## src/hw/rtl/grid_flood_fill_3d_assert.svh

```systemverilog
// Assertion macros shared by the flood fill RTL.
`ifndef GRID_FLOOD_FILL_3D_ASSERT_SVH
`define GRID_FLOOD_FILL_3D_ASSERT_SVH

// Condition that must hold at every clock edge outside reset.
`define GFF_ASSERT_ALWAYS(label, cond, msg) \
    label: assert property (@(posedge clk) disable iff (!rst_n) (cond)) else $error(msg);

// Same-cycle implication.
`define GFF_ASSERT_IMP(label, ante, cons, msg) \
    label: assert property (@(posedge clk) disable iff (!rst_n) (ante) |-> (cons)) \
        else $error(msg);

// Next-cycle implication.
`define GFF_ASSERT_NEXT(label, ante, cons, msg) \
    label: assert property (@(posedge clk) disable iff (!rst_n) (ante) |=> (cons)) \
        else $error(msg);

`endif

```

## src/hw/rtl/gff3_pkg.sv

```systemverilog
// Package: types, codes and constants of the 3D flood fill block.
`default_nettype none

package gff3_pkg;

    localparam int GFF_DIM_BITS    = 5;
    localparam int GFF_QUEUE_DEPTH = 32768;
    localparam int GFF_SIZE_W      = 6;
    localparam int GFF_COORD_W     = 5;
    localparam int GFF_CFG_IDX_W   = 2;

    localparam logic [GFF_SIZE_W-1:0] GFF_SIZE_RESET = 6'd32;

    // Configuration register indexes
    localparam logic [GFF_CFG_IDX_W-1:0] REG_SIZE_X = 2'd0;
    localparam logic [GFF_CFG_IDX_W-1:0] REG_SIZE_Y = 2'd1;
    localparam logic [GFF_CFG_IDX_W-1:0] REG_SIZE_Z = 2'd2;

    // Commands
    localparam logic [1:0] CMD_WRITE = 2'd0;
    localparam logic [1:0] CMD_FILL  = 2'd1;
    localparam logic [1:0] CMD_READ  = 2'd2;
    localparam logic [1:0] CMD_NOP   = 2'd3;

    // Cell classes
    localparam logic [1:0] CLS_OPEN    = 2'd0;
    localparam logic [1:0] CLS_REACHED = 2'd1;
    localparam logic [1:0] CLS_BLOCKED = 2'd2;

    // Result status codes
    localparam logic [1:0] STS_DONE         = 2'd0;
    localparam logic [1:0] STS_SEED_BLOCKED = 2'd1;
    localparam logic [1:0] STS_SEED_REACHED = 2'd2;
    localparam logic [1:0] STS_OUTSIDE      = 2'd3;

    typedef struct packed {
        logic [1:0]             command;
        logic [GFF_COORD_W-1:0] cell_x;
        logic [GFF_COORD_W-1:0] cell_y;
        logic [GFF_COORD_W-1:0] cell_z;
        logic [1:0]             cell_class;
    } in_item_t;

    typedef struct packed {
        logic [1:0] status;
        logic [1:0] cell_value;
    } res_item_t;

    // Neighbour directions, visited in this order
    typedef enum logic [2:0] {
        DIR_XM,
        DIR_XP,
        DIR_YM,
        DIR_YP,
        DIR_ZM,
        DIR_ZP
    } dir_t;

    typedef enum logic [3:0] {
        S_CLEAR,
        S_IDLE,
        S_LOOK,
        S_EVAL,
        S_POP,
        S_POPW,
        S_NRD,
        S_NCHK,
        S_DONE
    } state_t;

endpackage

`default_nettype wire

```

## src/hw/rtl/gff3_nbr.sv

```systemverilog
// Shared neighbour unit: one step along one axis plus the bounds compare.
`default_nettype none

module gff3_nbr import gff3_pkg::*; #(
    parameter int DIM_BITS = GFF_DIM_BITS
) (
    input  wire logic [DIM_BITS-1:0]   cur_x,
    input  wire logic [DIM_BITS-1:0]   cur_y,
    input  wire logic [DIM_BITS-1:0]   cur_z,
    input  wire logic [DIM_BITS:0]     ext_x,
    input  wire logic [DIM_BITS:0]     ext_y,
    input  wire logic [DIM_BITS:0]     ext_z,
    input  wire dir_t                  dir,
    output logic      [3*DIM_BITS-1:0] nbr_idx,
    output logic                       nbr_ok
);

    logic [DIM_BITS-1:0] coord;
    logic [DIM_BITS:0]   ext;
    logic                down;
    logic                valid_dir;
    logic [DIM_BITS:0]   sum;
    logic [DIM_BITS-1:0] nx;
    logic [DIM_BITS-1:0] ny;
    logic [DIM_BITS-1:0] nz;

    // Axis select
    always_comb
    begin
        coord     = cur_x;
        ext       = ext_x;
        down      = 1'b0;
        valid_dir = 1'b1;
        case (dir)
            DIR_XM:
            begin
                coord = cur_x;
                ext   = ext_x;
                down  = 1'b1;
            end
            DIR_XP:
            begin
                coord = cur_x;
                ext   = ext_x;
            end
            DIR_YM:
            begin
                coord = cur_y;
                ext   = ext_y;
                down  = 1'b1;
            end
            DIR_YP:
            begin
                coord = cur_y;
                ext   = ext_y;
            end
            DIR_ZM:
            begin
                coord = cur_z;
                ext   = ext_z;
                down  = 1'b1;
            end
            DIR_ZP:
            begin
                coord = cur_z;
                ext   = ext_z;
            end
            default:
            begin
                valid_dir = 1'b0;
            end
        endcase
    end

    // One adder: +1 or -1 (add all ones), then the bound check
    assign sum = {1'b0, coord} + (down ? {1'b0, {DIM_BITS{1'b1}}} : (DIM_BITS+1)'(1));

    always_comb
    begin
        if (!valid_dir)
        begin
            nbr_ok = 1'b0;
        end
        else if (down)
        begin
            nbr_ok = (coord != '0);
        end
        else
        begin
            nbr_ok = (sum < ext);
        end
    end

    // Put the stepped coordinate back into the cell index
    always_comb
    begin
        nx = cur_x;
        ny = cur_y;
        nz = cur_z;
        case (dir)
            DIR_XM, DIR_XP: nx = sum[DIM_BITS-1:0];
            DIR_YM, DIR_YP: ny = sum[DIM_BITS-1:0];
            DIR_ZM, DIR_ZP: nz = sum[DIM_BITS-1:0];
            default:        nx = cur_x;
        endcase
    end

    assign nbr_idx = {nz, ny, nx};

endmodule

`default_nettype wire

```

## config.mk

```make
export PLATFORM = sky130hd
export DESIGN_NAME = gff3_nbr
export DESIGN_NICKNAME = d
export VERILOG_FILES = /design/src/hw/rtl/grid_flood_fill_3d_assert.svh /design/src/hw/rtl/gff3_pkg.sv /design/src/hw/rtl/gff3_nbr.sv
export SDC_FILE = /design/constraint.sdc
export NUM_CORES = 1
export LEC_CHECK = 0
export CAP_MARGIN = 10
export CORE_AREA = 4 4 41 43
export DETAILED_ROUTE_END_ITERATION = 16
export DIE_AREA = 0 0 45 47
export DONT_BUFFER_PORTS = 1
export GPL_ROUTABILITY_DRIVEN = 1
export PLACE_DENSITY = 0.75
export SLEW_MARGIN = 40
export SYNTH_ARGS = -nofsm -noshare
export SYNTH_HDL_FRONTEND = slang
export SYNTH_SLANG_ARGS = --single-unit
export TNS_END_PERCENT = 20
```

## constraint.sdc

```tcl
create_clock -name vclk -period 9
set_input_delay 1.8 -clock vclk [all_inputs]
set_output_delay 1.8 -clock vclk [all_outputs]
set_load 0.03 [all_outputs]
```

**After elaboration in Yosys (flattened, before gate mapping)**

Cells that the tools add are included.

- Bits in registers: 0
- Input bits: 36
- Word-level logic and storage cells: 24

- Equality and inequality tests: 5
- Add/sub/neg operators: 1
- Muxes and demuxes: 10
- Magnitude comparators: 1
- Reductions and logical operators: 7

Operator list:

| operator | number |
|---|---|
| two-way mux 5 bit | 4 |
| case mux 6 bit (2 select lines) | 1 |
| case mux 5 bit (2 select lines) | 1 |
| adder 5 x 5 -> 6 bit | 1 |
| == test 3 x 2 -> 1 bit, second input constant | 2 |
| == test 3 bit, second input constant | 2 |
| < comparator 6 bit | 1 |
| OR reduction 2 bit | 3 |
| OR reduction 6 bit | 1 |
| nonzero test 5 bit | 1 |
| two-way mux 1 bit | 4 |
| == test 3 x 1 -> 1 bit, second input constant | 1 |
| zero test 3 bit | 1 |
| OR reduction 3 bit | 1 |

**Logic depth before layout (Yosys ltp)**

Gate-level depths: netlist of the first run.

- Depth in word-level cells: 8
- Gate-level depth with buffers: 16
- Mapped depth without buffers: 15

**Worst setup path after synthesis of the first run**

OpenSTA, ideal clock, no wires.

- Path kind: in2out
- Start point: input dir[1]
- End point: output nbr_ok
- Arrival time: 4903 ps
- Buffers on the path: 1
- Stages on the path: 15
- Setup slack: 2297 ps
- Cells stage by stage: inv_1 -> ha_1 -> buf_4 -> a21oi_1 -> ha_1 -> nand2_1 -> a211oi_1 -> a211oi_2 -> o21bai_1 -> a21o_1 -> ha_1 -> and4_1 -> a2111oi_0 -> nand2_1 -> o22ai_1

- Cells in the longest elaborated chain, start to end: 8

RTL lines:

| item | line | text |
|---|---|---|
| from (decl) | gff3_nbr.sv:13 | `input wire dir_t dir,` |
| == test 3 bit, or another cell as far along | gff3_nbr.sv:34 | `case (dir)` |
| OR reduction 3 bit (no line) | -- |  |
| two-way mux 1 bit | gff3_nbr.sv:34 |  |
| two-way mux 5 bit | gff3_nbr.sv:76 | `assign sum = {1'b0, coord} + (down ? {1'b0, {DIM_BITS{1'b1}}} : (DIM_BITS+1)'(1));` |
| adder 5 x 5 -> 6 bit | gff3_nbr.sv:76 |  |
| < comparator 6 bit | gff3_nbr.sv:90 | `nbr_ok = (sum < ext);` |
| two-way mux 1 bit | gff3_nbr.sv:84 | `else if (down)` |
| two-way mux 1 bit (*) | gff3_nbr.sv:80 | `if (!valid_dir)` |
| to (decl) | gff3_nbr.sv:15 | `output logic nbr_ok` |

Every way passes the cells marked *; elsewhere a longest branch is shown, timed or not.

**Worst setup path after layout of the first run**

- Start point: input dir[2]
- End point: output nbr_ok

Same word-level chain as after synthesis.

==> impl_metrics.ini, run 1 <==
[critical_path]
critPathLaunchType = input port
crit_required_ns = 7.20
path_max_fanout = 20
crit_type = in2out
critPathSlowestCell = ha_1
max_stage_delay_ns = 0.64
cp_common_cell = ha_1
end_kind = output pin
crit_chain = inv_1 -> ha_1 -> a22oi_2 -> a21oi_1 -> ha_1 -> nand2_1 -> a211oi_1 -> a211oi_2 -> o21bai_1 -> a21o_1 -> ha_1 -> and4_1 -> a2111oi_0 -> nand2_1 -> o22ai_1
crit_arrival_ns = 5.56

[die]
die_h_um = 47
initial_utilization_pct = 60.7
core.rowCount = 13
fp.coreArea_um2 = 1300
io_pins = 52
die_w_um = 45
dieArea_um2 = 2120

[routing]
dr.max_layer_used = met3
vias = 747
viasPerCell = 6.55
dr.pass1.iters = 4
wl_um = 1950
drc_errors = 0
dr_wl_met2_um = 1000
met1_length_um = 817
wl_per_cell_um = 17.1
drt-initial-drc-count = 12
final_antenna_net_count = 0
met3_length_um = 127

[place]
place_hpwl_um = 1690
io_buffers = 0
place.gp.congestion = 0.840
dp_slack_ns = 1.66
dpl-instance-area_um2 = 763

[finish]
drive_gt1_share_pct = 15.2
fin_area_um2 = 763
nClkBuffers = 0
final_util_pct = 58.7
area_growth_pct = -3.33
register_area_um2 = 0
fin_nets = 151
nFlopsAndLatches = 0
diodes = 0

[sta]
setup_slack_ns = 1.64
timing.fmax_ghz = 0.136
setup_tns_ns = 0
drv_slew = 0
rsz0062_at_grt = no
slew_headroom_pct = 49.8
tightest_slew_ns = 0.753
finalSetupViolations = 0
timing.final.crit_share_pct = 81.7
fin_crit_ns = 7.36
hold_viol = 0

[global_route]
grt_pass1_wl_um = 2780
track_usage_pct = 16.9
grt_pass1_vias = 685
antenna_found_initial = 0
grt-ovfl-total = 0
grt_max_degree = 24

[min_path]
hp-start = cur_y[3]
hold_path.class = in2out
hold_path_depth = 1
whs_endpoint = nbr_idx[8]

[synth]
synth.top_cell.area_share_pct = 20.6
netlist_area_um2 = 790
ys_types = 31
ys_warn_count = 0
postSynthAreaPerCell_um2 = 7.45
synth_common_cells = 15 x a21oi_1, 14 x nor2_1, 13 x ha_1
syn-instance-count = 106
synth_nets = 156
synthTopCellsByArea = ha_1 21%, mux2_2 10%, a21oi_1 9.5%
synth_area_leader_cell = ha_1
ys_seq_area_share_pct = 0
synth_most_common_cell = a21oi_1

[power]
powerDensity_nw_per_um2 = 129
switching_share_pct = 65.2
p_leak_nw = 0.331
pwr-share-seq_pct = 0
clockPowerShare_pct = 0
p_switching_mw = 0.0640
peakVddDrop_uv = 72.1
power_frac_comb_pct = 100.0
intPower_mw = 0.0341

[job]
maxCapViolations = 0

[status]
outcome = complete, no violations

[clock_tree]
ctsResizeCount = 0
postCtsHoldBufs = 0
cts_setup_buffers = 0
area by class of cell:
cell class | count | area, µm²
fill | 138 | 538
inverter | 4 | 15.0
multi-input combinational | 95 | 729
tap | 15 | 18.8
per-layer routing:
metal / vias up / track usage, %
met5: - / 0
met4: 0 / 0
met3: 0 / 0.766
met2: 29 / 33.9
met1: 337 / 20.8
li1: 381 / -
cell usage in the layout, fill, tap and decap left out:
cell type   n
a21oi_1    15
nor2_1     14
ha_1       13
nand2_1     9
a22oi_1     7
mux2_2      7
o21ai_0     6
inv_1       4
a22oi_2     2
xnor2_1     2
mux2_4      2
o211ai_1    2
a21oi_2     1
a22oi_4     1
a211oi_1    1
a211oi_2    1
xnor2_2     1
o21bai_1    1
a21o_1      1
nand4_1     1
nand3_1     1
and4_1      1
nor2b_1     1
a2111oi_0   1
or4_1       1
nand2b_1    1
o22ai_1     1
fa_1        1
worst max-delay path by stage:
| stage | start | to | slack (ns) | depth (start not counted) |
|---|---|---|---|---|
| global route | dir[1] | nbr_ok | 1.37 | 14 |
| CTS | dir[2] | nbr_ok | 1.65 | 15 |
| detailed placement | dir[2] | nbr_ok | 1.66 | 15 |
| global placement | dir[2] | nbr_ok | 1.72 | 15 |
| finish | dir[2] | nbr_ok | 1.64 | 15 |
| floorplan | dir[1] | nbr_ok | 2.30 | 15 |
cells by family after synthesis:
logic type      Yosys count  synth area share [%]
mux                       9                  13.8
fa+ha+maj                14                  23.1
compound gates           40                  35.2
xor+xnor                  3                  4.28
simple gates             29                  16.0
buf+inv                  11                  7.61
worst max-delay path: cells and delay by family:
family	cells	cell delay, ns
buffers and inverters	1	0.05
AO/OA/AOI/OAI	8	2.08
adder cells (fa/ha/maj)	3	1.22
AND/OR/NAND/NOR	3	0.38
power groups by stage:
stage,Sequential [mW],Combinational (mW),Clock (mW)
floorplan,0,0.0855,0
global placement,0,0.0955,0
detailed placement,0,0.0980,0
CTS,0,0.0986,0
global route,0,0.109,0
finish,0,0.0981,0
through the flow:
stage	power, mW	hold WS, ns	instances
final	0.0981	3.78	114
after global routing	0.109	3.79	114
after CTS	0.0986	3.78	114
after detailed placement	0.0980	3.78	114
after global placement	0.0955	3.79	114
after floorplan	0.0855	3.78	106
Power figures use the tool's default switching activity.
==> run 2, diff against run 1 <==
--- a/config.mk
+++ b/config.mk
@@ -5,13 +5,14 @@
 export SDC_FILE = /design/constraint.sdc
 export NUM_CORES = 1
 export LEC_CHECK = 0
+export ABC_AREA = 1
 export CAP_MARGIN = 10
-export CORE_AREA = 4 4 41 43
+export CORE_MARGIN = 4
+export CORE_UTILIZATION = 62
 export DETAILED_ROUTE_END_ITERATION = 16
-export DIE_AREA = 0 0 45 47
 export DONT_BUFFER_PORTS = 1
 export GPL_ROUTABILITY_DRIVEN = 1
-export PLACE_DENSITY = 0.75
+export PLACE_DENSITY = 0.81
 export SLEW_MARGIN = 40
 export SYNTH_ARGS = -nofsm -noshare
 export SYNTH_HDL_FRONTEND = slang
==> constraint.sdc (replaced) <==
create_clock -name vclk -period 6.1
set_input_delay 1.22 -clock vclk [all_inputs]
set_output_delay 1.22 -clock vclk [all_outputs]
set_load 0.03 [all_outputs]
==> run 2 against run 1 <==
Compared with the run above:
- total power increased by 62%
- flip-flop and latch count did not move
- final cell count increased by 42%
- worst setup slack got worse by 0.93 ns
- die area decreased by 8.4%
- sequential share of layout area unchanged
- critical endpoint unchanged
- largest cell class unchanged
==> impl_metrics.ini, run 2 <==
[routing]
dr.pass1.iters = 4
drt-initial-drc-count = 64
wl_um = 2420
wl_per_cell_um = 15.0
vias = 969
final_antenna_net_count = 0
viasPerCell = 5.98
drc_errors = 0

[finish]
nFlopsAndLatches = 0
diodes = 0
mostFrequentLayoutCells = 61 x nand2_1, 19 x inv_1, 13 x o21ai_0, 13 x ha_1, 10 x nand3_1
fin_nets = 200
final_util_pct = 71.0
final_common_cell = nand2_1
fin_area_um2 = 832
num-fill-cells = 127
multi_input_area_um2 = 703
drive_gt1_share_pct = 11.5
area_growth_pct = 3.42
register_area_um2 = 0
layout.cells.non_filler = 162
nClkBuffers = 0

[clock_tree]
postCtsHoldBufs = 0
cts_setup_buffers = 0
ctsResizeCount = 0

[place]
io_buffers = 0
place_hpwl_um = 2000
dp_cells = 162
dpl-instance-area_um2 = 832
place.gp.congestion = 0.982

[critical_path]
max_stage_delay_ns = 0.57
crit_type = in2out
critPathSlowestCell = ha_1
crit_arrival_ns = 4.17
cp_num_buf_inv = 3
cp_top_family = adder cells
path_max_fanout = 16
crit_chain = inv_1 -> ha_1 -> nand3_1 -> o21ai_0 -> inv_1 -> fa_1 -> a31oi_1 -> xnor2_1 -> ha_1 -> nand2_1 -> nor2_1 -> a211oi_1 -> nand2_1 -> a21oi_1 -> buf_4
critPathLaunchType = input port
crit_required_ns = 4.88
end_kind = output pin

[power]
clockPowerShare_pct = 0
peakVddDrop_uv = 97.8
powerDensity_nw_per_um2 = 191
pwr-share-seq_pct = 0
p_leak_nw = 0.480
switching_share_pct = 67.5
power_frac_comb_pct = 100.0
intPower_mw = 0.0516
p_switching_mw = 0.107
p_total_mw = 0.159

[global_route]
grt_pass1_wl_um = 3690
grt_max_degree = 17
grt_pass1_vias = 874
grt-ovfl-total = 0
track_usage_pct = 23.8
antenna_found_initial = 0

[job]
maxCapViolations = 0

[synth]
synth_nets = 197
ys_types = 20
syn-instance-count = 147
netlist_area_um2 = 805
ys_warn_count = 0
synth.top_cell.area_share_pct = 28.5
synthTopCellsByArea = nand2_1 28%, ha_1 20%, o21ai_0 10%
postSynthAreaPerCell_um2 = 5.47
synth_area_leader_cell = nand2_1
synth_most_common_cell = nand2_1
ys_seq_area_share_pct = 0
synth_common_cells = 61 x nand2_1, 19 x inv_1, 16 x o21ai_0

[sta]
finalSetupViolations = 0
tightest_slew_ns = 0.747
timing.fmax_ghz = 0.186
slew_headroom_pct = 50.2
rsz0062_at_grt = no
drv_slew = 0
timing.final.crit_share_pct = 88.3
setup_tns_ns = 0
fin_crit_ns = 5.39
hold_viol = 0

[die]
dieArea_um2 = 1940
die_w_um = 44.0
initial_utilization_pct = 68.7
fp.coreArea_um2 = 1170
io_pins = 52
die_h_um = 44.0
core.rowCount = 12

[status]
outcome = complete, no violations

[min_path]
hold_path_depth = 2
hp-start = cur_y[1]
hold_path.class = in2out
whs_endpoint = nbr_idx[6]
[run 2: changes by cell type in the layout (fill, tap and decap cells not counted), moves of 5 or more]
cell and delta:
inv_1 +15, o21ai_0 +7, mux2_2 -7, a21oi_1 -12, a221o_2 +5, nand2_2 +5
a22oi_1 -7, nand2_1 +52, nor2_1 -11, nand3_1 +9
[run 2: stage by stage]
step                hold slack (ns)  setup WS (ns)
global placement               2.67          0.822
CTS                            2.67          0.744
global route                   2.68          0.450
finish                         2.67          0.713
floorplan                      2.66          0.867
detailed placement             2.67          0.781
[run 2: cell type report]
type                            count  share of cell area (%)
Inverter                           21                    9.77
Timing Repair Buffer                4                    3.61
Multi-Input combinational cell    123                    84.5
Tap cell                           14                    2.11
[run 2: cells by family (layout without fill, tap and decap cells)]
| group | Yosys count | in the layout | synth area share [%] |
|---|---|---|---|
| compound gates | 26 | 26 | 20.5 |
| simple gates | 81 | 81 | 42.0 |
| buf+inv | 24 | 25 | 12.6 |
| fa+ha+maj | 14 | 14 | 22.7 |
| xor+xnor | 2 | 2 | 2.18 |
[run 2: worst max-delay path by stage]
stage | startpoint | to | slack [ns] | cells past startpoint
global placement | dir[1] | nbr_ok | 0.82 | 18
detailed placement | dir[1] | nbr_ok | 0.78 | 18
finish | dir[1] | nbr_ok | 0.71 | 15
CTS | dir[1] | nbr_ok | 0.74 | 15
global route | dir[1] | nbr_ok | 0.45 | 18
floorplan | dir[1] | nbr_ok | 0.87 | 17
[run 2: power groups by stage]
stage | clock network, mW | registers (mW) | logic, mW
detailed placement | 0 | 0 | 0.156
floorplan | 0 | 0 | 0.126
global route | 0 | 0 | 0.174
CTS | 0 | 0 | 0.157
global placement | 0 | 0 | 0.153
finish | 0 | 0 | 0.159
[run 2: routing by layer]
metal  global-route usage [%]  vias up  wire length (µm)
met5                        0        -                 0
met4                     4.82        0                19
met3                     2.85        2               277
met2                     43.9       63              1160
met1                     29.3      424               966
li1                         -      480                 -
