## config.mk

```make
export PLATFORM = sky130hd
export DESIGN_NAME = gff3_ram
export DESIGN_NICKNAME = d
export VERILOG_FILES = /design/src/hw/rtl/grid_flood_fill_3d_assert.svh /design/src/hw/rtl/gff3_ram.sv
export SDC_FILE = /design/constraint.sdc
export NUM_CORES = 1
export LEC_CHECK = 0
export ABC_AREA = 1
export CORE_MARGIN = 2
export CORE_UTILIZATION = 50
export DETAILED_ROUTE_END_ITERATION = 7
export DONT_BUFFER_PORTS = 1
export GPL_TIMING_DRIVEN = 0
export SLEW_MARGIN = 20
export SYNTH_ARGS = -nofsm -noshare
export SYNTH_HDL_FRONTEND = slang
export SYNTH_SLANG_ARGS = --single-unit
```

## constraint.sdc

```tcl
create_clock -name clk -period 3.4 [get_ports clk]
set_clock_uncertainty 0.05 [all_clocks]
set_input_delay 0.34 -clock clk [delete_from_list [all_inputs] [get_ports clk]]
set_output_delay 0.34 -clock clk [all_outputs]
set_load 0.05 [all_outputs]
```

## src/hw/rtl/grid_flood_fill_3d_assert.svh

```systemverilog
// Assertion macros shared by the flood fill RTL.
`ifndef GRID_FLOOD_FILL_3D_ASSERT_SVH
`define GRID_FLOOD_FILL_3D_ASSERT_SVH

// Condition that must hold at every clock edge outside reset.
`define GFF_ASSERT_ALWAYS(label, cond, msg) \
    label: assert property (@(posedge clk) disable iff (!rst_n) (cond)) else $error(msg);

// Same-cycle implication.
`define GFF_ASSERT_IMP(label, ante, cons, msg) \
    label: assert property (@(posedge clk) disable iff (!rst_n) (ante) |-> (cons)) \
        else $error(msg);

// Next-cycle implication.
`define GFF_ASSERT_NEXT(label, ante, cons, msg) \
    label: assert property (@(posedge clk) disable iff (!rst_n) (ante) |=> (cons)) \
        else $error(msg);

`endif

```

## src/hw/rtl/gff3_ram.sv

```systemverilog
// Generic simple dual-port RAM: one write port, one registered read port.
`default_nettype none

module gff3_ram #(
    parameter int WIDTH = 2,
    parameter int DEPTH = 64
) (
    input  wire logic                     clk,
    input  wire logic                     we,
    input  wire logic [$clog2(DEPTH)-1:0] waddr,
    input  wire logic [WIDTH-1:0]         wdata,
    input  wire logic [$clog2(DEPTH)-1:0] raddr,
    output logic      [WIDTH-1:0]         rdata
);

    logic [WIDTH-1:0] mem_reg [DEPTH];
    logic [WIDTH-1:0] rdata_reg;

    // Write port
    always_ff @(posedge clk)
    begin
        if (we)
        begin
            mem_reg[waddr] <= wdata;
        end
    end

    // Registered read port
    always_ff @(posedge clk)
    begin
        rdata_reg <= mem_reg[raddr];
    end

    assign rdata = rdata_reg;

endmodule

`default_nettype wire

```

### Word-level counts from Yosys, hierarchy flattened

Memory sizes are Yosys's and may differ from the RTL's. A register that Yosys moved wholly into a read port is not among the register bits.
Cells that the tools add are included.

* magnitude comparators: 0
* multiplexer cells: 2
* divide/modulo/power cells: 0
* multiply operators: 0
* bitwise gates (word level): 0
* shift operators: 0
* reduce and logical (&&, ||, !) cells: 0
* equality and inequality tests: 0
* add/sub/neg operators: 0

Operators with widths (number)
* $mux W1: 2

* input bits: 16
* RAM bits: 128
* word-level logic and storage cells: 3
* memory bits (read-only): 0
* memories: 1
* flip-flop bits (word level): 0
* bits in latches: 0

Memory list
* mem_reg: words 64, width 2, rd ports 1, clocked after Yosys merged registers in 1, wr ports 1, line gff3_ram.sv:16 `logic [WIDTH-1:0] mem_reg [DEPTH];`

### Depth between registers and ports, before layout

Gate-level depths: netlist (run 1).

* word-level depth: 2
* mapped depth: 10
* depth with buffers taken out: 9

### Worst setup path before layout (run 1)

No wires, ideal clock.

* kind: input-to-reg
* from: in waddr[2]
* to: mem mem_reg[52][0], enable pin
* path buffers: 1
* arrival: 1.115 ns
* path slack: 1.886 ns
* cell stages on the path: 3
* path through: clkbuf_1 > inv_1 > nor4_1

RTL lines
* start, declared: line gff3_ram.sv:10 `input wire logic [$clog2(DEPTH)-1:0] waddr,`
* end, declared: line gff3_ram.sv:16

Straight into the memory's write port.

### Worst setup path after layout (run 1)

* from: in waddr[0]
* to: mem mem_reg[8][1], enable pin

Straight into the memory's write port.

==> results of run 1 <==
## power by group
group / internal [uW] / total (uW) / switching (uW) / leakage [uW]
registers: 1770 / 1790 / 14.5 / 0.00117
clock network: 1020 / 1670 / 645 / 0.000258
logic: 66.1 / 238 / 172 / 0.000886
## stage by stage
step	instances	utilization (%)	total power, uW
floorplan	520	-	1960
detailed placement	660	53.2	2030
CTS	695	58.7	3700
global route	695	58.7	3800
finish	695	58.7	3690
global placement	660	53.2	2020
## worst paths after layout
path	slack, ns	start	to
max	1.78	waddr[0]	mem_reg[8][1]
min	0.02	raddr[4]	rdata[1]
max reg2reg	2.17	mem_reg[19][1]	rdata[1]
min reg2reg	0.78	mem_reg[4][1]	rdata[1]
## logic make-up after synthesis
kind of cell | Yosys count
flops | 130
buf+inv | 40
simple gates | 350
## worst register-to-register path: stages (launching register included)
cell and delay (ns):
edfxtp_1 0.37, nand2_1 0.08, nand3_1 0.09, nand3_1 0.13, nand2_1 0.08, nand2_1 0.06, nand3_1 0.11, nand3_1 0.10
nand2_1 0.07
## synth_stat cells
master and instances:
buf_2 13, inv_1 11, nand3_1 115, nand2_1 162
nor4_1 8, buf_6 6, buf_4 5, edfxtp_1 128
inv_2 1, clkbuf_1 4, nand4_1 9, nor2_1 56
dfxtp_1 2
## cell type report
type                       count  share of cell area [%]
inverter                      12                   0.705
clock buffer                  18                    6.54
timing repair buffer           3                    1.02
multi-input combinational    350                    23.5
clock inverter                14                    1.90
tap                          140                    2.74
buffer                        28                    2.90
sequential                   130                    60.7
## metal layers
layer	wire length, um	vias up	global-route usage [%]
li1	-	1867	-
met1	6160	1919	33.6
met2	7010	155	42.2
met3	1100	29	5.69
met4	371	0	11.8
met5	0	-	0
==> results.yml, run 1 <==
synth:
  synth_compound_area_share_pct: 0
  synth_fp_nets: 536
  synth_top_area_share_pct: 68.5
  synth_cell_types: 13
  synth_top_family_by_area: "simple AND/OR/NAND/NOR gates"
  ys_warn_count: 0
  synthMuxAreaShare_pct: 0
  syn_avg_cell_area_um2: 10.8
  syn_area_um2: 5610
  ys_seq_elements: 130
  synthCells: 520
  synthAdderAreaFrac_pct: 0
  synth_seq_area_share_pct: 69.2
  yosys-top-cells-area: "edfxtp_1, nand2_1, nand3_1"
  yosysTopAreaCell: "edfxtp_1"
  synth_xor_area_share_pct: 0
  synth-simple-area-share_pct: 26.7
timing:
  maxSlewViolCount: 0
  hold_viol_final: 0
  worst_slack_ns: 1.78
  fmax_ghz: 0.619
  finalSetupViolCount: 0
  finalCriticalPeriod_ns: 1.62
  hold_slack_ns: 0.0163
  rsz0062_at_grt: "no"
  slew_headroom_pct: 48.1
  finalCritPeriodShare_pct: 47.5
  setup_tns_ns: 0
  worst_pin_slew_ns: 0.776
clocking:
  cts_setup_buffers: 0
  postCtsResizedCells: 0
  root_buffer: "clkbuf_8"
  cts.sinks: 130
  cts_tree: "done"
  h-tree-depth: 4
  insertion_delay_ns: 0.53
  clkTransAtPathRegs_ns: 0.06
  clockBufferDepth: 2
  tritoncts.num_buffers: 17
  cts.hold.buffers_added: 3
power_and_ir_drop:
  p_per_area_nw_per_um2: 578
  peakVddDrop_v: 0.000313
  leakage_uw: 0.00231
grt:
  grt_pass1_wl_mm: 22.0
  grt_max_degree: 65
  grt-ovfl-total: 0
  grt_pass1_vias: 3966
  grt_usage_pct: 26.0
  antenna_found_initial: 0
critical_path:
  end_kind: "flip-flop"
  critPathRequiredTime_ns: 3.55
  path_buf_inv: 2
  r2r.worst_path.cells: 8
  crit_family: "simple AND/OR/NAND/NOR gates"
  critical_path.slowest_cell: "nand4_1"
  worst-path-max-fanout: 9
  worst-path-stages: 4
  crit_chain: "clkbuf_1, inv_1, nand4_1, nor2_1"
  max_stage_delay_ns: 0.60
  arrival_ns: 1.77
  critPathLaunchType: "input pin"
  critical_path_class: "in -> reg"
routing:
  drtIter0Drc: 436
  vias: 3970
  drcViolationCount: 0
  wl_mm: 14.6
  drt_pass1_iterations: 5
  wl_per_cell_um: 21.1
  drt-vias-per-instance: 5.71
  antenna_left: 0
place:
  hpwl_mm: 8.84
  portBuffers: 0
  place_ws_ns: 1.30
  postPlaceCellArea_um2: 5790
  place_congestion: 0.838
final_layout:
  largest_reg_flops: 128
  nFillCells: 904
  design_area_um2: 6390
  area_delta_synth_final_pct: 13.9
  diodes: 0
  drive_gt1_share_pct: 9.55
  ff_latch_area_um2: 3880
  finish.net_count: 558
  final_cell_mix: "nand2_1, edfxtp_1, nand3_1"
  layout_commonest_cell: "nand2_1"
  multiInputGateArea_um2: 1500
die:
  num_io_pins: 18
  core_um2: 10900
  die_y_um: 110
  die_w_um: 110
  start_util_pct: 51.6
  num_rows: 38
  die_area_um2: 12100
worst_hold_path:
  min_path_type: "in -> reg"
  min_path_cells: 3
outcome:
  status: "completed"
job:
  max_cap_viol_count: 0
Power figures use the tool's default switching activity.
==> run 2: changes to the inputs <==
--- a/config.mk
+++ b/config.mk
@@ -5,7 +5,7 @@
 export SDC_FILE = /design/constraint.sdc
 export NUM_CORES = 1
 export LEC_CHECK = 0
-export ABC_AREA = 1
+export ABC_AREA = 0
 export CORE_MARGIN = 2
 export CORE_UTILIZATION = 50
 export DETAILED_ROUTE_END_ITERATION = 7
==> constraint.sdc (replaced) <==
create_clock -name clk -period 1.5 [get_ports clk]
set_clock_uncertainty 0.05 [all_clocks]
set_input_delay 0.15 -clock clk [delete_from_list [all_inputs] [get_ports clk]]
set_output_delay 0.15 -clock clk [all_outputs]
set_load 0.05 [all_outputs]
==> results.yml, run 2 <==
timing:
  finalCriticalPeriod_ns: 1.75
  worst_slack_ns: -0.255
  slew_headroom_pct: 51.8
  maxSlewViolCount: 0
  fmax_ghz: 0.570
  worst_pin_slew_ns: 0.723
  hold_slack_ns: 0.0346
  hold_viol_final: 0
  finalSetupViolCount: 2
  finalCritPeriodShare_pct: 117
  rsz0062_at_grt: "yes"
final_layout:
  finish.net_count: 365
  largest_reg_flops: 128
  fin_cells: 497
  final_cell_mix: "edfxtp_1, nor2_1, mux4_2"
  layout_commonest_cell: "edfxtp_1"
  area_delta_synth_final_pct: 15.6
  diodes: 0
  drive_gt1_share_pct: 19.7
synth:
  synth_seq_area_share_pct: 72.0
  syn_area_um2: 5400
  synth_xor_area_share_pct: 0
  synth_ff_type: "edfxtp_1"
  synth_compound_area_share_pct: 3.41
  syn_avg_cell_area_um2: 16.7
  synthMuxAreaShare_pct: 13.2
  ys_warn_count: 0
  synth-simple-area-share_pct: 9.62
  synth.most_common_cell: "edfxtp_1"
  synth_commonest_cells: "edfxtp_1, nor2_1, mux4_2, nand2_1, clkbuf_1"
  ys_seq_elements: 130
  synth_fp_nets: 340
  yosys-top-cells-area: "edfxtp_1, mux4_2, nor2_1"
  synthCells: 324
  synth_cell_types: 37
  synth_top_family_by_area: "multiplexers"
  synth_enable_flop_cells: 128
  yosysTopAreaCell: "edfxtp_1"
  async_reset_ff_share_pct: 0
  synthAdderAreaFrac_pct: 0
  synth_top_area_share_pct: 71.2
power_and_ir_drop:
  p_clk_share_pct: 44.9
  peakVddDrop_v: 0.00112
  swShare_pct: 21.9
  switchingPower_uw: 1790
  p_int_uw: 6370
  p_per_area_nw_per_um2: 1310
  seqPwrFrac_pct: 49.7
  pwr-share-comb_pct: 5.4
  leakage_uw: 0.00194
die:
  core_um2: 10400
  num_rows: 37
  start_util_pct: 51.8
  die_y_um: 108
  die_w_um: 108
  die_area_um2: 11600
  num_io_pins: 18
place:
  portBuffers: 0
  placed_cells: 460
  place_congestion: 0.789
  hpwl_mm: 7.28
  place_ws_ns: -0.508
routing:
  wl_per_cell_um: 23.2
  drt_pass1_iterations: 4
  wl_mm: 11.5
  drt-vias-per-instance: 5.99
  antenna_left: 0
  drtIter0Drc: 225
  drcViolationCount: 0
  vias: 2978
critical_path:
  rrSetupSlack_ns: -0.25
  end_kind: "flip-flop"
  critPathLaunchType: "flip-flop"
  crit_end: "rdata[0]"
  critical_path_class: "reg -> reg"
  max_stage_delay_ns: 0.48
  r2r.worst_path.cells: 5
  rr_endpoint: "rdata[0]"
  critical_path.slowest_cell: "mux4_2"
  crit_family: "compound AO/OA/AOI/OAI gates"
  r2r_start: "mem_reg[33][0]"
  worst-path-max-fanout: 1
  crit_chain: "mux4_2, a22o_1, o21ai_1, a21oi_1, a211o_1"
  critPathRequiredTime_ns: 1.85
  path_buf_inv: 0
  arrival_ns: 2.10
  critical_path.startpoint: "mem_reg[33][0]"
  worst-path-stages: 5
grt:
  grt_pass1_vias: 3116
  antenna_found_initial: 0
  grt_max_degree: 65
  grt_pass1_wl_mm: 17.6
  grt_usage_pct: 21.8
  grt-ovfl-total: 0
clocking:
  tritoncts.num_buffers: 17
  root_buffer: "clkbuf_8"
  clkTransAtPathRegs_ns: 0.06
  insertion_delay_ns: 0.52
  cts.sinks: 130
  cts_setup_buffers: 0
  h-tree-depth: 4
  cts_tree: "done"
  clockBufferDepth: 2
outcome:
  violations: "setup timing"
  status: "complete, but fails checks"
job:
  max_cap_viol_count: 0
worst_hold_path:
  min_path_type: "in -> reg"
[run 2: cell count changes after synthesis, sizes merged, moves of 8 or more]
cell	previous run	this run
nand2	162	14
nand3	115	7
mux4	0	29
buf	24	6
nor2	56	70
inv	12	1
nor4	8	0
[run 2: area by class of cell]
| type | count | area, um2 |
|---|---|---|
| Fill cell | 788 | 4180 |
| Sequential cell | 130 | 3880 |
| Multi-Input combinational cell | 176 | 1440 |
| Clock buffer | 17 | 414 |
| Tap cell | 136 | 170 |
| Buffer | 17 | 119 |
| Clock inverter | 14 | 115 |
| Timing Repair Buffer | 6 | 95.1 |
| Inverter | 1 | 3.75 |
[run 2: repair_timing]
action | CTS | global route
hold endpoints to repair | 138 | 0
resized for setup | 2 | 3
setup endpoints to repair | 2 | 2
pin swaps | 1 | 1
hold buffers | 6 | 0
[run 2: how the worst min path moves through the flow]
stage,start,to,slack (ns),cells past startpoint
after detailed placement,wdata[0],mem_reg[10][0],0.20,0
after global placement,wdata[0],mem_reg[10][0],0.20,0
after CTS,waddr[0],mem_reg[50][0],0.01,2
final,waddr[0],mem_reg[50][1],0.03,2
after global routing,waddr[0],mem_reg[50][1],0.05,2
after floorplan,wdata[0],mem_reg[0][0],0.20,0
[run 2: worst reg2reg max path, cell delays in order (launching register included)]
cell and delay, ns:
edfxtp_1 0.40, mux4_2 0.48, a22o_1 0.23, o21ai_1 0.13
a21oi_1 0.08, a211o_1 0.27
[run 2: power groups by stage]
stage / clock network (uW) / registers, uW / logic, uW
after floorplan: 0 / 4130 / 262
after global placement: 0 / 4130 / 356
after detailed placement: 0 / 4130 / 358
after CTS: 3720 / 4060 / 439
after global routing: 3880 / 4060 / 477
final: 3660 / 4060 / 440
[run 2: stage by stage]
| stage | power [uW] | instance area, um2 | utilization, % | setup TNS [ns] |
|---|---|---|---|---|
| finish | 8160 | 6240 | 59.9 | -0.387 |
| detailed placement | 4490 | 5590 | 53.7 | -20.40 |
| global route | 8410 | 6240 | 59.9 | -0.524 |
| floorplan | 4390 | 5420 | - | -0.142 |
| global placement | 4490 | 5590 | 53.7 | -17.21 |
| CTS | 8220 | 6220 | 59.7 | -0.431 |
[run 2: cells by family after synthesis]
group,Yosys count
DFF,130
and+or+nand+nor,116
muxes,35
AOI/OAI and AO/OA,25
buffers and inverters,18
[run 2: layer usage]
| metal | GRT usage, % | routed length (um) | vias to the layer above |
|---|---|---|---|
| met3 | 6.17 | 652 | 22 |
| met4 | 10.1 | 275 | 0 |
| met1 | 28.4 | 4940 | 1527 |
| met2 | 34.1 | 5650 | 96 |
| met5 | 0 | 0 | - |
| li1 | - | - | 1333 |
==> run 3: changes to the inputs <==
--- a/config.mk
+++ b/config.mk
@@ -7,10 +7,11 @@
 export LEC_CHECK = 0
 export ABC_AREA = 0
 export CORE_MARGIN = 2
-export CORE_UTILIZATION = 50
+export CORE_UTILIZATION = 63
 export DETAILED_ROUTE_END_ITERATION = 7
 export DONT_BUFFER_PORTS = 1
 export GPL_TIMING_DRIVEN = 0
+export PLACE_DENSITY = 0.79
 export SLEW_MARGIN = 20
 export SYNTH_ARGS = -nofsm -noshare
 export SYNTH_HDL_FRONTEND = slang
==> results.yml, run 3 (synthesized netlist as in run 2, its figures left out) <==
critical_path:
  critical_path.slowest_cell: "mux4_2"
  worst-path-max-fanout: 1
  rrSetupSlack_ns: -0.24
  rr_endpoint: "rdata[0]"
  max_stage_delay_ns: 0.49
  r2r_start: "mem_reg[35][0]"
  critical_path_class: "reg -> reg"
  critPathRequiredTime_ns: 1.86
  end_kind: "flip-flop"
  crit_chain: "mux4_2, a22o_1, o21ai_2, a21oi_2, a211o_1"
  critPathLaunchType: "flip-flop"
  arrival_ns: 2.10
  r2r.worst_path.cells: 5
die:
  die_y_um: 96.6
  num_rows: 33
  core_um2: 8260
  die_area_um2: 9320
  start_util_pct: 65.4
  die_w_um: 96.6
  num_io_pins: 18
place:
  place_ws_ns: -0.478
  portBuffers: 0
  placed_cells: 429
  hpwl_mm: 6.91
  place_congestion: 0.835
timing:
  worst_slack_ns: -0.243
  slew_headroom_pct: 44.3
  finalCritPeriodShare_pct: 116
  setup_tns_ns: -0.480
  finalSetupViolCount: 2
  worst_pin_slew_ns: 0.836
  hold_slack_ns: 0.0128
  finalCriticalPeriod_ns: 1.74
  rsz0062_at_grt: "yes"
  hold_viol_final: 0
  maxSlewViolCount: 0
  fmax_ghz: 0.574
clocking:
  cts_tree: "done"
  tritoncts.num_buffers: 17
  clockBufferDepth: 2
  cts_setup_buffers: 0
  insertion_delay_ns: 0.53
  cts.sinks: 130
  h-tree-depth: 4
  clkTransAtPathRegs_ns: 0.06
  root_buffer: "clkbuf_8"
worst_hold_path:
  min_path_type: "in -> reg"
  min_path_cells: 3
  hold_path_end: "rdata[0]"
  hp-start: "raddr[5]"
final_layout:
  finish.net_count: 365
  largest_reg_flops: 128
  fin_cells: 467
  diodes: 0
  final_cell_mix: "edfxtp_1, nor2_1, mux4_2"
  layout_commonest_cell: "edfxtp_1"
  area_delta_synth_final_pct: 16.1
  drive_gt1_share_pct: 21.0
routing:
  drcViolationCount: 0
  drtIter0Drc: 514
  vias: 3103
  wl_per_cell_um: 25.7
  drt_pass1_iterations: 5
  drt-vias-per-instance: 6.64
  wl_mm: 12.0
  antenna_left: 0
power_and_ir_drop:
  leakage_uw: 0.00196
  p_per_area_nw_per_um2: 1370
  p_clk_share_pct: 47.3
  switchingPower_uw: 1830
  seqPwrFrac_pct: 47.4
  finalPower_uw: 8560
  swShare_pct: 21.4
  peakVddDrop_v: 0.000952
  pwr-share-comb_pct: 5.3
  p_int_uw: 6730
grt:
  grt_usage_pct: 28.7
  grt_pass1_wl_mm: 18.0
  grt_pass1_vias: 3152
  grt-ovfl-total: 0
  grt_max_degree: 65
  antenna_found_initial: 0
outcome:
  status: "complete, but fails checks"
  violations: "setup timing"
job:
  max_cap_viol_count: 0
==> run 3: changes by cell type in the layout (fill, tap and decap cells not counted), sizes merged <==
cell,previous run,this run
bufinv,1,3
clkbuf,28,30
clkinv,8,5
clkinvlp,2,4
inv,4,2
==> run 3: power groups by stage <==
stage               logic [uW]  clock network [uW]  registers, uW
CTS                        442                4020           4060
detailed placement         346                   0           4130
floorplan                  262                   0           4130
global placement           340                   0           4130
global route               478                4200           4060
finish                     453                4050           4060
==> run 3: how the worst max path moves through the flow <==
stage	startpoint	to	slack, ns
6_report	mem_reg[35][0]	rdata[0]	-0.24
5_1_grt	mem_reg[39][0]	rdata[0]	-0.27
4_1_cts	mem_reg[35][0]	rdata[0]	-0.31
3_5_place_dp	raddr[1]	rdata[1]	-0.48
3_3_place_gp	raddr[1]	rdata[0]	-0.48
2_1_floorplan	raddr[0]	rdata[0]	-0.11
==> run 3: worst max-delay path: cells and delay by family (launching register included) <==
kind | cells | cell delay [ns]
AOI/OAI and AO/OA | 4 | 0.73
muxes | 1 | 0.49
DFF | 1 | 0.36
==> run 3: stage by stage <==
| stage | cell area (um2) | utilization (%) |
|---|---|---|
| after floorplan | 5420 | - |
| after global placement | 5560 | 67.3 |
| after detailed placement | 5560 | 67.3 |
| after CTS | 6250 | 75.7 |
| after global routing | 6270 | 75.9 |
| final | 6270 | 75.9 |
==> run 3: timing repair <==
action                                  4_1_cts  5_1_grt
pin swaps                                     4        2
resized for setup                             6        2
endpoints found under the setup margin        2        2
hold buffers                                  6        0
hold endpoints to repair                    140        0
==> run 3: cell type report <==
class / count / area, um2
multi-input combinational: 176 / 1460
clock inverter: 13 / 161
sequential: 130 / 3880
inverter: 1 / 3.75
timing repair buffer: 6 / 87.6
fill: 462 / 1990
tap: 105 / 131
clock buffer: 19 / 422
buffer: 17 / 119
==> run 3: per-layer routing <==
layer	wire (um)	global-route usage (%)	vias to the layer above	share of wire, %
li1	-	-	1324	-
met1	4240	36.6	1514	35
met2	5940	46.2	219	50
met3	1280	6.98	46	11
met4	520	15.0	0	4.3
met5	0	0	-	0
